`src/design/ptree_ram.sv`:
```
// Generic simple dual-port RAM with registered read.
module ptree_ram #(
  parameter int WIDTH = 8,
  parameter int DEPTH = 16
) (
  input  logic                     clk,
  input  logic                     we,
  input  logic [$clog2(DEPTH)-1:0] waddr,
  input  logic [WIDTH-1:0]         wdata,
  input  logic [$clog2(DEPTH)-1:0] raddr,
  output logic [WIDTH-1:0]         rdata
);
  logic [WIDTH-1:0] mem [DEPTH];

  always_ff @(posedge clk) begin
    if (we) begin
      mem[waddr] <= wdata;
    end
    rdata <= mem[raddr];
  end
endmodule

```
`config.mk`:
```
export PLATFORM = sky130hd
export DESIGN_NAME = ptree_ram
export DESIGN_NICKNAME = d
export VERILOG_FILES = /design/src/design/ptree_ram.sv
export SDC_FILE = /design/constraint.sdc
export NUM_CORES = 1
export LEC_CHECK = 0
export ABC_AREA = 1
export BUFFER_PORTS_ARGS = -buffer_cell sky130_fd_sc_hd__buf_4
export CAP_MARGIN = 40
export CORE_ASPECT_RATIO = 0.8
export CORE_MARGIN = 2
export CORE_UTILIZATION = 35
export DETAILED_ROUTE_END_ITERATION = 7
export GPL_ROUTABILITY_DRIVEN = 0
export GPL_TIMING_DRIVEN = 0
export PLACE_DENSITY = 0.58
export SKIP_CTS_REPAIR_TIMING = 1
export SYNTH_ARGS = -nofsm -noshare
export SYNTH_HDL_FRONTEND = slang
export SYNTH_SLANG_ARGS = --single-unit
```
`constraint.sdc`:
```
create_clock -name clk -period 1.9 [get_ports clk]
set_input_delay 0.095 -clock clk [delete_from_list [all_inputs] [get_ports clk]]
set_output_delay 0.095 -clock clk [all_outputs]
set_load 0.005 [all_outputs]
```
==> reports/qor.yml <==
global_routing:
  grt_pass1_wl_microns: 21500
  gr-total-overflow: 0
  antenna_found_initial: 0
  grt_use_total: 0.171
  grt_max_degree: 17
  grt_pass1_vias: 3542
drt:
  wl_met2_microns: 5760
  wl_met3_microns: 1220
  met1Wirelength_microns: 6860
  antenna_left: 0
  topRoutingLayerUsed: "met4"
  routed_via_density: 4.70
  post_drt_wl_per_cell_microns: 17.2
  vias: 3847
  wl_microns: 14100
  drcViolationCount: 0
  first_pass_iters: 4
  drtIter0Drc: 478
finish:
  final_cell_count_no_fill: 818
  fill_cells: 1521
  drive_above_1_share: 0.119
  regArea_sq_um: 4000
  nets: 611
  multi_input_area_sq_um: 1210
  num_antenna_cells: 0
  syn2layout_area_growth_pct: 16.6
  stdcell_area_sq_um: 6720
  final_util: 0.421
run_status:
  status: "completed"
synth:
  synth_async_sr_flop_share: 0
  synthCells: 551
  synth_top_area_share: 0.667
  synthTopCellsByCount: "nand2_1 (173), edfxtp_1 (128), inv_1 (100)"
  synth_compound_area_frac: 0
  synthSimpleGateAreaFrac: 0.210
  synth_top_family_by_area: "simple AND/OR/NAND/NOR gates"
  ys_seq_elements: 136
  synth_mux_area_frac: 0
  synth_area_leaders: "edfxtp_1 (67%), nand2_1 (11%), nand3_1 (8.4%)"
  synth_edf_count: 128
  synth_nets: 569
  syn_area_sq_um: 5770
  synth_most_common_cell: "nand2_1"
  synth_top_area_cell: "edfxtp_1"
  synthXorXnorAreaFrac: 0
  dominantRegCellSynth: "edfxtp_1"
  synth_adder_area_share: 0
  yosysSeqAreaShare: 0.694
  synth_warnings: 0
  synth_area_per_cell_sq_um: 10.5
  synth_cell_types: 12
clocking:
  clock_sinks: 136
  max-clock-path-buffers: 2
  clkSlewWorstSetupHoldPaths_ns: 0.06
  cts_htree_levels: 4
  ctsRootBufferMaster: "clkbuf_16"
  clock_latency_ns: 0.42
  numCtsBuffers: 17
  cts_tree: "done"
floorplanning:
  start_util: 0.361
  dieArea_sq_um: 17500
  rows: 41
  coreArea_sq_um: 16000
  die_w_microns: 148
  ios: 26
  die_h_microns: 119
critical_path:
  r2r_end: "rdata[5]"
  endpoint_kind: "flip-flop"
  cp-start-kind: "input pin"
  cp.required_ns: 1.94
  path_class: "input pin to flip-flop"
  rrSetupSlack_ns: 0.86
  r2r_cells: 6
  r2r_start: "mem[11][5]"
  cp_max_fo: 8
  worstPathArrival_ns: 1.23
hold_path:
  min-delay-start: "wdata[4]"
  hold_class: "input pin to flip-flop"
  whs_endpoint: "mem[15][4]"
  whs_path_depth: 1
place:
  dp_hpwl_microns: 9460
  dp.cells: 788
  placed_cell_area_sq_um: 6200
  portBuffers: 22
timing:
  finalHoldViolCount: 0
  timing.slew.headroom: 0.379
  drv_slew: 0
  fin_skew_ns: 0.00754
  setup_viol: 0
  rsz0062_at_grt: "false"
  fin_crit_ns: 1.19
  fin_crit_sh: 0.625
  tightest_slew_ns: 0.928
  fin_setup_tns_ns: 0
  fmax_mhz: 842
run:
  max-cap-violations: 0
power_and_ir_drop:
  p_per_area_nw_per_um2: 1000
  p_leak_nw: 2.88
  peakVddDrop_mv: 0.648
  power_mw: 6.73
[critical path, stage by stage]
cell	delay (ns)
buf_4	0.12
nand3b_1	0.25
nor2_1	0.76
[power breakdown]
| group | switching (mW) | internal [mW] | total, mW |
|---|---|---|---|
| clock | 1.16 | 1.75 | 2.90 |
| sequential | 0.0168 | 3.36 | 3.37 |
| combinational | 0.311 | 0.148 | 0.458 |
| total | 1.49 | 5.25 | 6.73 |
[worst max path at each step]
stage,startpoint,to,slack (ns),cells past startpoint
floorplan,waddr[2],mem[10][0],0.85,2
global placement,waddr[3],mem[5][2],0.34,3
detailed placement,waddr[1],mem[13][3],0.29,4
CTS,waddr[1],mem[13][4],0.73,4
global route,waddr[2],mem[9][7],0.66,3
finish,waddr[2],mem[9][7],0.71,3
[stage by stage]
stage | hold WS [ns] | setup WS [ns]
final | 0.0334 | 0.713
after global routing | 0.0245 | 0.664
after CTS | 0.0236 | 0.730
after detailed placement | 0.464 | 0.291
after global placement | 0.458 | 0.345
after floorplan | 0.194 | 0.854
[registers in the layout, summed over array words and instances (netlist names)]
signal	flops
mem	128
rdata	8
[metal layers]
metal	track usage	up-vias
met5	0	-
met4	0.0631	0
met3	0.0498	16
met2	0.226	172
met1	0.262	1799
li1	-	1860
[cells in the final DEF (no fill, tap or decap)]
| cell type | count |
|---|---|
| nand2_1 | 173 |
| buf_2 | 13 |
| inv_1 | 100 |
| buf_1 | 1 |
| nand3b_1 | 2 |
| dfxtp_1 | 8 |
| clkbuf_1 | 1 |
| nor2_1 | 17 |
| nand3_1 | 97 |
| buf_6 | 6 |
| clkbuf_16 | 17 |
| clkinv_1 | 4 |
| clkinv_2 | 2 |
| buf_4 | 27 |
| inv_2 | 2 |
| clkinv_4 | 1 |
| bufinv_16 | 1 |
| edfxtp_1 | 128 |
| clkinvlp_4 | 3 |
[layout make-up]
class                      instances  area share
multi-input combinational        289       0.180
buffer                            24      0.0247
sequential                       136       0.595
clock buffer                      18      0.0638
tap                              215      0.0400
clock inverter                    11      0.0128
timing repair buffer              23      0.0257
inverter                         102      0.0569
[logic make-up (layout without fill, tap and decap cells)]
family | after synthesis | in the layout
and+or+nand+nor | 289 | 289
DFF | 136 | 136
buffers and inverters | 126 | 178
(Power assumes the default switching activity.)
